===== src/hdl/dmmp_pkg.sv =====
// ----------------------------------------------------------------------------
// dmmp_pkg
// Shared types and codes for the depth min/max pyramid block.
// ----------------------------------------------------------------------------
package dmmp_pkg;

  // largest finite single, used as the empty depth code
  localparam logic [30:0] DEPTH_MAX_CODE = 31'h7F7F_FFFF;

  // width used for coordinate against dimension compares
  localparam int CMP_W = 16;

  // item modes
  localparam logic [1:0] MODE_LOAD  = 2'd0;
  localparam logic [1:0] MODE_BUILD = 2'd1;
  localparam logic [1:0] MODE_READ  = 2'd2;

  // result status codes
  localparam logic [1:0] STATUS_OK      = 2'd0;
  localparam logic [1:0] STATUS_DONE    = 2'd1;
  localparam logic [1:0] STATUS_REFUSED = 2'd2;

  // configuration register indexes
  localparam logic REG_BASE_WIDTH  = 1'b0;
  localparam logic REG_BASE_HEIGHT = 1'b1;

  typedef enum logic [2:0] {
    ST_IDLE,
    ST_RD_OUT,
    ST_BLD_RUN,
    ST_BLD_DONE,
    ST_CLEAR
  } dmmp_state_e;

  // controller to datapath
  typedef struct packed {
    logic load_go;
    logic read_go;
    logic bld_init;
    logic bld_step;
    logic clr_step;
    logic res_read;
    logic res_done;
  } dmmp_cmd_t;

  // datapath to controller
  typedef struct packed {
    logic fill_start;
    logic clr_last;
    logic bld_none;
    logic bld_last;
  } dmmp_status_t;

endpackage


===== src/hdl/dmmp_ctrl.sv =====
// ----------------------------------------------------------------------------
// dmmp_ctrl
// Controller of the depth pyramid: item dispatch, build walk, clearing pass.
// ----------------------------------------------------------------------------
module dmmp_ctrl import dmmp_pkg::*; (
  input  logic         clk_i,
  input  logic         rst_ni,
  input  logic         start_i,
  input  logic [1:0]   mode_i,
  output logic         busy_o,
  output logic         cfg_ready_o,
  output logic         res_valid_o,
  input  dmmp_status_t status_i,
  output dmmp_cmd_t    cmd_o
);

  dmmp_state_e state_q, state_d;
  logic        accept;

  assign accept = start_i && (state_q == ST_IDLE);

  // next state
  always_comb begin
    state_d = state_q;
    case (state_q)
      ST_IDLE: begin
        if (status_i.fill_start) begin
          state_d = ST_CLEAR;
        end else if (accept && mode_i == MODE_READ) begin
          state_d = ST_RD_OUT;
        end else if (accept && mode_i == MODE_BUILD) begin
          state_d = status_i.bld_none ? ST_BLD_DONE : ST_BLD_RUN;
        end
      end
      ST_RD_OUT:   state_d = ST_IDLE;
      ST_BLD_RUN:  if (status_i.bld_last) state_d = ST_BLD_DONE;
      ST_BLD_DONE: state_d = ST_IDLE;
      ST_CLEAR: begin
        if (!status_i.fill_start && status_i.clr_last) state_d = ST_IDLE;
      end
      default:     state_d = ST_IDLE;
    endcase
  end

  // outputs
  always_comb begin
    cmd_o       = '0;
    busy_o      = (state_q != ST_IDLE);
    cfg_ready_o = (state_q == ST_IDLE && !start_i) || (state_q == ST_CLEAR);
    res_valid_o = 1'b0;
    case (state_q)
      ST_IDLE: begin
        cmd_o.load_go  = accept && (mode_i == MODE_LOAD);
        cmd_o.read_go  = accept && (mode_i == MODE_READ);
        cmd_o.bld_init = accept && (mode_i == MODE_BUILD);
      end
      ST_RD_OUT: begin
        cmd_o.res_read = 1'b1;
        res_valid_o    = 1'b1;
      end
      ST_BLD_RUN:  cmd_o.bld_step = 1'b1;
      ST_BLD_DONE: begin
        cmd_o.res_done = 1'b1;
        res_valid_o    = 1'b1;
      end
      ST_CLEAR:    cmd_o.clr_step = 1'b1;
      default:     cmd_o = '0;
    endcase
  end

  always_ff @(posedge clk_i or negedge rst_ni) begin
    if (!rst_ni) begin
      state_q <= ST_IDLE;
    end else begin
      state_q <= state_d;
    end
  end

  // results are single cycle strobes
  assert property (@(posedge clk_i) disable iff (!rst_ni)
    res_valid_o |=> !res_valid_o)
    else $error("result strobe held for two cycles");

  // leaving idle needs an accepted transaction or a resize
  assert property (@(posedge clk_i) disable iff (!rst_ni)
    $rose(busy_o) |-> ($past(start_i) || $past(status_i.fill_start)))
    else $error("busy without a cause");

  // a configuration write never coincides with an accepted item
  assert property (@(posedge clk_i) disable iff (!rst_ni)
    cfg_ready_o |-> !(start_i && !busy_o))
    else $error("configuration ready while an item is accepted");

  // clearing pass never drives a result
  assert property (@(posedge clk_i) disable iff (!rst_ni)
    cmd_o.clr_step |-> !res_valid_o)
    else $error("result during clearing pass");

endmodule

===== config.mk =====
export PLATFORM = sky130hd
export DESIGN_NAME = dmmp_ctrl
export DESIGN_NICKNAME = d
export VERILOG_FILES = /design/src/hdl/dmmp_pkg.sv /design/src/hdl/dmmp_ctrl.sv
export SDC_FILE = /design/constraint.sdc
export NUM_CORES = 1
export LEC_CHECK = 0
export BUFFER_PORTS_ARGS = -buffer_cell sky130_fd_sc_hd__buf_2
export CORE_AREA = 2 2 39 41
export DETAILED_ROUTE_END_ITERATION = 8
export DIE_AREA = 0 0 41 43
export MAX_ROUTING_LAYER = met4
export PLACE_DENSITY_LB_ADDON = 0.15
export SLEW_MARGIN = 20
export SYNTH_ARGS = -nofsm -noshare
export SYNTH_HDL_FRONTEND = slang
export SYNTH_SLANG_ARGS = --single-unit

===== constraint.sdc =====
create_clock -name clk_i -period 2.7 [get_ports clk_i]
set_input_delay 0.54 -clock clk_i [delete_from_list [all_inputs] [get_ports clk_i]]
set_output_delay 0.54 -clock clk_i [all_outputs]
set_load 0.01 [all_outputs]

# Word level (Yosys, flattened, before mapping)
# Index checks and enable logic that the tools add are counted.
dict set report classes {
  add_sub_neg 0
  mul 0
  div 0
  magnitude_cmp 0
  eq_ne 9
  n_shift 0
  n_mux 13
  bitwise_logic 0
  reduce_logical 14
}
# operator n
set op_table {}
lappend op_table {{two-way mux 3 bit} 6}
lappend op_table {{one-hot mux 3 bit (3 select lines)} 1}
lappend op_table {{== test 3 x 2 -> 1 bit, second input constant} 2}
lappend op_table {{logical AND 1 bit} 6}
lappend op_table {{two-way mux 1 bit} 6}
lappend op_table {{!= test 2 bit, second input constant} 2}
lappend op_table {{!= test 4 x 2 -> 1 bit, second input constant} 1}
lappend op_table {{== test 3 x 1 -> 1 bit, second input constant} 1}
lappend op_table {{== test 3 bit, second input constant} 1}
lappend op_table {{zero test 3 bit} 1}
lappend op_table {{AND reduction 3 bit} 1}
lappend op_table {{nonzero test 3 bit} 1}
lappend op_table {{== test 2 x 1 -> 1 bit, second input constant} 1}
lappend op_table {{== test 2 bit, second input constant} 1}
lappend op_table {{zero test 1 bit} 2}
lappend op_table {{zero test 2 bit} 1}
lappend op_table {{OR reduction 2 bit} 1}
lappend op_table {{logical OR 1 bit} 1}
dict set report totals {
  reg_bits 3
  latchBits 0
  mem_bits_rw 0
  rom_bits 0
  inputBits 9
  out_inout_bits 10
  elab_cells 37
  memories 0
}

# Depth between registers and ports, before layout
# Gate-level depths: netlist of run 1.
dict set report logic_depth {
  depth_word 7
  ltp_mapped 3
  mapped_depth_nobuf 3
}

# Worst setup path after synthesis of run 1
# Ideal clock, no wire load.
dict set report synth_path {
  path_kind {input to output}
  from {in start_i}
  to {out cmd_o[6] (netlist name)}
  arrival_time_ns 1.284
  t_required_ns 2.160
  path_slack_ns 0.876
  cell_stages 2
  n_path_buf 0
  cell_sequence {or4b_4 > nor3_1}
}
# item line
set synth_lines {}
lappend synth_lines {{start: declaration} dmmp_ctrl.sv:8} ;# input logic start_i,
lappend synth_lines {{end: declaration} dmmp_ctrl.sv:14} ;# output dmmp_cmd_t cmd_o

==> qor.csv, run 1 <==
metric,value,unit
diodes,0,
cp.required,2.16,ns
tns,0,ns
grt_overflow,0,
setup_violations,0,
clock_path_buffers,2,
synth_area_leaders,"dfrtp_1 (34%), nor2b_1 (8.5%), nor3_1 (6.8%)",
syn_area,220,µm²
cts_buffers,3,
ctsResizeCount,0,
slowest_stage,or4b_4,
grtUsageTotal,8.46,%
synth_cell_type_count,15,
swShare,27.0,%
post-route-min-period,2.14,ns
max_freq,0.468,GHz
end_kind,output pin,
grt_max_degree,9,
drc,0,
vias,244,
holdWs,0.0938,ns
start_kind,register,
std_cell_rows,14,
drtIter0Drc,3,
share_comb_of_total_power,22.1,%
p_int,0.000123,W
final_common_cell,buf_2,
status,completed,
htreeDepth,1,
ys_seq_area_share,34.1,%
max_stage_delay,0.59,ns
fp.dieArea,1760,µm²
power.leakage,0.202,nW
totalWireLength,589,µm
p_sw,0.0000455,W
arrival,1.60,ns
fin_util,25.8,%
io_buffers,18,
cts_setup_buffers,0,
seqPwrFrac,31.7,%
cts_tree,yes,
antenna_found_initial,0,
clockPowerShare,46.2,%
syn_avg_cell_area,8.81,µm²
seqCellArea,75.1,µm²
path_max_fanout,7,
drtAntennaViolNets,0,
clkSlewWorstSetupHoldPaths,0.04,ns
largest_reg_flops,3,
die_y,43,µm
wl_met2,333,µm
wl_per_cell,9.35,µm
worst_slew_pin_slew,0.324,ns
syn2layout_area_growth,61.9,%
finalMaxSlewViolations,0,
cts_hold_buffers,0,
synthSimpleGateAreaFrac,44.3,%
path_class,register to output pin,
cp_cell_sequence,"or4b_4, nor3b_2, buf_2",
vdd.ir_drop.worst,127,µV
ys_ff_latch,3,
rsz0062_at_grt,false,
largestRegisters,state_q (3),
synth_top_family_by_area,simple AND/OR/NAND/NOR gates,
synth_largest_area_cell,dfrtp_1,
syn_inst,25,
placedCellCount,59,
holdCritPathClass,input pin to async pin,
core,1380,µm²
cts.sinks,3,
relSlewSlack,78.3,%
cap_violations,0,
n_fill_cell,175,
synth_xor_area_share,3.98,%
multi_input_area,134,µm²
clock_latency,0.23,ns
synth_top_area_share,34.1,%
nets,57,
place_hpwl,477,µm
die_x,41,µm
via_per_inst,3.87,
fin_skew,0.00267,ns
top_register,state_q,
wl_met3,28,µm
gp_congestion,0.590,
hold_violations,0,
drive_gt1_share,48.9,%
fin_cells,63,
dr.pass1.iters,2,
synth-compound-area-share,12.5,%
wl_met1,227,µm
grt_pass1_wl,952,µm
syn_nets,34,
start_util,15.9,%
grt_pass1_vias,254,
period_share,79.2,%
synthMuxAreaShare,0,%
yosys.area_share.adder,0,%
ys_warn_count,0,
ioPinCount,19,
cts_root_buf,clkbuf_4,
power.density,472,nW/µm²
top_layer_used,met3,
-- logic make-up (layout without fill, tap and decap cells) --
family	Yosys count	count (layout)
AO/OA/AOI/OAI	4	4
XOR/XNOR	1	1
buffers and inverters	3	25
flip-flops	3	3
AND/OR/NAND/NOR	14	14
-- area by class of cell --
cell class / count / share of cell area, %
clock buffers: 4 / 7.37
inverters: 3 / 3.16
multi-input cells: 19 / 37.5
flip-flops and latches: 3 / 21.1
well taps: 16 / 5.61
repair buffers: 18 / 25.3
-- metal layers --
metal,up-vias,global-route usage [%]
li1,130,-
met1,109,9.09
met2,5,12.2
met3,0,1.57
met4,0,8.00
met5,-,-
-- synthesized netlist by cell type, drive strengths merged --
cell / n
a21oi: 2
nor3b: 3
nand2b: 1
a32o: 1
and2: 1
or4b: 1
inv: 3
nor2b: 3
xor2: 1
nor2: 1
a21o: 1
nor3: 3
or3: 1
dfrtp: 3
-- critical path, delay by kind of cell, from the launching register on --
kind / cells / cell delay (ns)
buffers and inverters: 1 / 0.16
AND/OR/NAND/NOR: 2 / 0.78
flip-flops: 1 / 0.43
-- final timing paths --
check                             from          to  slack (ns)  depth (start not counted)
max in group asynchronous       rst_ni  state_q[0]        2.50                          1
setup reg to reg            state_q[0]  state_q[0]        1.27                          3
hold / removal                  rst_ni  state_q[2]        0.09                          1
min in group clk_i         status_i[0]  state_q[0]        0.55                          2
hold reg to reg             state_q[0]  state_q[2]        0.57                          1
setup / recovery            state_q[0]    cmd_o[4]        0.56                          3
-- power groups by stage --
| stage | clock [W] | sequential, W | combinational [W] |
|---|---|---|---|
| finish | 0.0000778 | 0.0000533 | 0.0000372 |
| floorplan | 0 | 0.0000523 | 0.0000205 |
| CTS | 0.0000836 | 0.0000533 | 0.0000380 |
| global route | 0.0000851 | 0.0000540 | 0.0000424 |
| global placement | 0 | 0.0000538 | 0.0000382 |
| detailed placement | 0 | 0.0000539 | 0.0000379 |
-- per-stage QoR --
stage                     worst slack [ns]  cell area [µm²]  power (W)
after floorplan                      0.876              220  0.0000728
after global placement               0.703              330  0.0000920
after detailed placement             0.701              330  0.0000918
after CTS                            0.535              357   0.000175
after global routing                 0.471              357   0.000181
final                                0.562              357   0.000168
(Power assumes the default switching activity.)
==> run 2, diff against run 1 <==
==> constraint.sdc (replaced) <==
create_clock -name clk_i -period 1.8 [get_ports clk_i]
set_input_delay 0.36 -clock clk_i [delete_from_list [all_inputs] [get_ports clk_i]]
set_output_delay 0.36 -clock clk_i [all_outputs]
set_load 0.01 [all_outputs]
==> qor.csv, run 2 (synthesis gave the netlist of run 1 again) <==
metric,value,unit
status,finished with violations,
violations,negative setup slack,
grt_pass1_vias,245,
cts_root_buf,clkbuf_4,
largest_reg_flops,3,
period_share,103,%
drive_gt1_share,53.8,%
syn2layout_area_growth,81.3,%
layout_common_cells,"buf_2 (18), buf_4 (4)",
slowest_stage,or4b_4,
grt_overflow,0,
power.density,659,nW/µm²
cp_cell_sequence,"or4b_4, buf_4, nor2_2, buf_2",
fp.dieArea,1760,µm²
io_buffers,18,
cp.required,1.44,ns
final_area,399,µm²
place_hpwl,504,µm
final_common_cell,buf_2,
arrival,1.50,ns
htreeDepth,1,
diodes,0,
die_x,41,µm
largestRegisters,state_q (3),
dr.pass1.iters,1,
cts.sinks,3,
cap_violations,0,
post-route-min-period,1.86,ns
rr_startpoint,state_q[0],
power.leakage,0.226,nW
drtAntennaViolNets,0,
clock_path_buffers,2,
holdCritPathClass,input pin to register,
vdd.ir_drop.worst,289,µV
gp_congestion,0.590,
finalMaxSlewViolations,0,
cts_buffers,3,
path_max_fanout,3,
placed_area,353,µm²
top_register,state_q,
fin_skew,0.00212,ns
setup_violations,2,
totalWireLength,588,µm
cts_tree,yes,
drtIter0Drc,0,
die_y,43,µm
crit_start,state_q[0],
clkSlewWorstSetupHoldPaths,0.03,ns
start_util,15.9,%
hold_violations,0,
fin_util,28.8,%
wl_per_cell,8.65,µm
grt_pass1_wl,897,µm
reg2reg_depth,4,
setup_ws,-0.0596,ns
reg2reg_to,state_q[0],
grt_max_degree,8,
std_cell_rows,14,
rsz0062_at_grt,true,
nets,62,
ioPinCount,19,
path_class,register to output pin,
relSlewSlack,77.8,%
worst_slew_pin_slew,0.332,ns
ff2ff_setup_slack,0.35,ns
antenna_found_initial,0,
max_stage_delay,0.55,ns
drc,0,
clock_latency,0.23,ns
grtUsageTotal,8.15,%
end_kind,output pin,
start_kind,register,
via_per_inst,4.00,
vias,272,
max_freq,0.538,GHz
core,1380,µm²
endpoint,cmd_o[5],
## run 2: timing repair
| action | in CTS | in global routing |
|---|---|---|
| resized for setup | 0 | 1 |
| hold buffers | 1 | 0 |
| buffers inserted | 0 | 1 |
| endpoints found under the setup margin | 2 | 3 |
| endpoints found under the hold margin | 3 | 0 |
| pin swaps | 0 | 1 |
## run 2: power breakdown
part           switching [W]  internal (W)
clock network      0.0000329     0.0000829
logic              0.0000342     0.0000383
registers         0.00000248     0.0000722
## run 2: how the worst min path moves through the flow
stage	startpoint	end	slack [ns]	cells after the start
after global placement	rst_ni	state_q[0]	0.16	1
after global routing	status_i[0]	state_q[0]	0.36	2
after detailed placement	rst_ni	state_q[2]	0.16	1
final	status_i[0]	state_q[0]	0.36	2
after CTS	status_i[0]	state_q[0]	0.36	2
after floorplan	rst_ni	state_q[0]	0.06	0
## run 2: cell type report
cell class                      count  area, µm²
Clock buffer                        4       26.3
Tap cell                           16       20.0
Multi-Input combinational cell     19        136
Inverter                            3       11.3
Timing Repair Buffer               23        130
Sequential cell                     3       75.1
Fill cell                         169        985
## run 2: metal layers
layer  vias up  track usage (%)  wire (µm)
met1       126             9.74        236
met3         0             1.57         22
met4         0             8.00          0
met5         -                -          0
met2         5             10.6        330
li1        141                -          -
## run 2: per-stage QoR
| stage | setup WS, ns | std cells | hold slack, ns | power, W | setup TNS [ns] |
|---|---|---|---|---|---|
| floorplan | 0.192 | 25 | 0.0644 | 0.000109 | 0 |
| global placement | 0.153 | 62 | 0.161 | 0.000145 | 0 |
| detailed placement | 0.154 | 62 | 0.158 | 0.000145 | 0 |
| CTS | -0.0936 | 67 | 0.358 | 0.000271 | -0.132 |
| global route | -0.128 | 68 | 0.362 | 0.000286 | -0.288 |
| finish | -0.0596 | 68 | 0.361 | 0.000263 | -0.116 |
## run 2: worst max-delay path: cells and delay by family (launching register included)
kind          cells  cell delay (ns)
simple gates      2             0.62
buf+inv           2             0.29
flops             1             0.37
==> run 3, diff against run 2 <==
==> constraint.sdc (replaced) <==
create_clock -name clk_i -period 1.8 [get_ports clk_i]
set_input_delay 0.18 -clock clk_i [delete_from_list [all_inputs] [get_ports clk_i]]
set_output_delay 0.18 -clock clk_i [all_outputs]
set_load 0.01 [all_outputs]
==> qor.csv, run 3 (synthesis gave the netlist of run 1 again) <==
metric,value,unit
preCtsSetupSlack,0.250,ns
setup_violations,0,
max_stage_delay,0.57,ns
drive_gt1_share,54.9,%
cap_violations,0,
arrival,1.58,ns
antenna_found_initial,0,
wl_met3,35,µm
holdWs,0.171,ns
p_sw,0.0000681,W
std_cell_rows,14,
drtAntennaViolNets,0,
slowest_stage,or4b_4,
largestRegisters,state_q (3),
share_comb_of_total_power,24.3,%
die_x,41,µm
cts_root_buf,clkbuf_4,
wl_met1,222,µm
worst_slew_pin_slew,0.342,ns
dr.pass1.iters,2,
htreeDepth,1,
hold_violations,0,
totalWireLength,569,µm
period_share,97.7,%
fin_cells,67,
cts.sinks,3,
cts_tree,yes,
io_buffers,18,
cp.required,1.62,ns
clock_latency,0.23,ns
fin_skew,0.00187,ns
vdd.ir_drop.worst,331,µV
finalMaxSlewViolations,0,
final_common_cell,buf_2,
grt_pass1_vias,253,
via_per_inst,4.10,
top_register,state_q,
clockPowerShare,45.1,%
nets,61,
status,completed,
grtUsageTotal,8.88,%
grt_max_degree,9,
p_int,0.000189,W
placedCellCount,59,
drc,0,
wl_met2,303,µm
relSlewSlack,77.2,%
largest_reg_flops,3,
cts_buffers,3,
wl_per_cell,8.49,µm
grt_overflow,0,
power.density,656,nW/µm²
setup_ws,0.0413,ns
swShare,26.5,%
post-route-min-period,1.76,ns
max_freq,0.569,GHz
diodes,0,
n_fill_cell,169,
gp_congestion,0.631,
ioPinCount,19,
path_max_fanout,4,
holdCritPathClass,input pin to register,
place_hpwl,473,µm
start_util,15.9,%
clkSlewWorstSetupHoldPaths,0.04,ns
cp_cell_sequence,"or4b_4, nor3b_2, buf_2",
start_kind,register,
syn2layout_area_growth,77.8,%
power.leakage,0.220,nW
end_kind,output pin,
drtIter0Drc,2,
clock_path_buffers,2,
fp.dieArea,1760,µm²
seqPwrFrac,30.5,%
core,1380,µm²
grt_pass1_wl,993,µm
vias,275,
top_layer_used,met4,
path_class,register to output pin,
die_y,43,µm
rsz0062_at_grt,true,
-- run 3: changes by cell type in the layout (fill, tap and decap cells not counted) --
cell,before,now
dfrtp_1,3,1
nor2_1,0,1
dfrtp_2,0,2
buf_4,4,3
nor2_2,1,0
-- run 3: final cells by class --
type	instances	area, µm²	share of cell area [%]
sequential	3	77.6	19.8
inverter	3	11.3	2.88
clock buffer	4	26.3	6.71
multi-input combinational	19	134	34.2
tap	16	20.0	5.11
timing repair buffer	22	123	31.3
-- run 3: worst max-delay path: cells and delay by family, from the launching register on --
kind	cells	cell delay, ns
simple gates	2	0.79
buf+inv	1	0.16
flops	1	0.41
-- run 3: routing by layer --
layer	vias to the layer above	GRT usage (%)
met3	2	4.71
met4	0	6.00
met5	-	-
li1	139	-
met1	127	9.74
met2	7	11.9
-- run 3: final timing paths --
path,start,endpoint,slack (ns),cells past startpoint
max in group asynchronous,rst_ni,state_q[0],1.42,2
min in group asynchronous,rst_ni,state_q[1],0.27,2
min reg2reg,state_q[1],state_q[2],0.47,1
max reg2reg,state_q[1],state_q[1],0.40,3
min,status_i[0],state_q[0],0.17,2
max,state_q[1],cmd_o[4],0.04,3
-- run 3: what timing repair did --
action,4_1_cts,5_1_grt
setup buffers,0,3
hold buffers,1,0
resized for setup,0,2
endpoints found under the setup margin,0,2
endpoints found under the hold margin,3,0
-- run 3: power groups by stage --
stage                     registers [W]  clock network (W)   logic, W
after global routing          0.0000795           0.000131  0.0000715
after floorplan               0.0000785                  0  0.0000307
after CTS                     0.0000797           0.000122  0.0000591
after global placement        0.0000805                  0  0.0000585
after detailed placement      0.0000805                  0  0.0000574
final                         0.0000785           0.000116  0.0000625
-- run 3: through the flow --
step | instance area (µm²) | power [W] | utilization (%) | setup TNS [ns]
after floorplan | 220 | 0.000109 | - | 0
after global placement | 330 | 0.000139 | 23.9 | 0
after detailed placement | 330 | 0.000138 | 23.9 | 0
after CTS | 367 | 0.000261 | 26.5 | 0
after global routing | 392 | 0.000282 | 28.3 | -0.0301
final | 392 | 0.000257 | 28.3 | 0
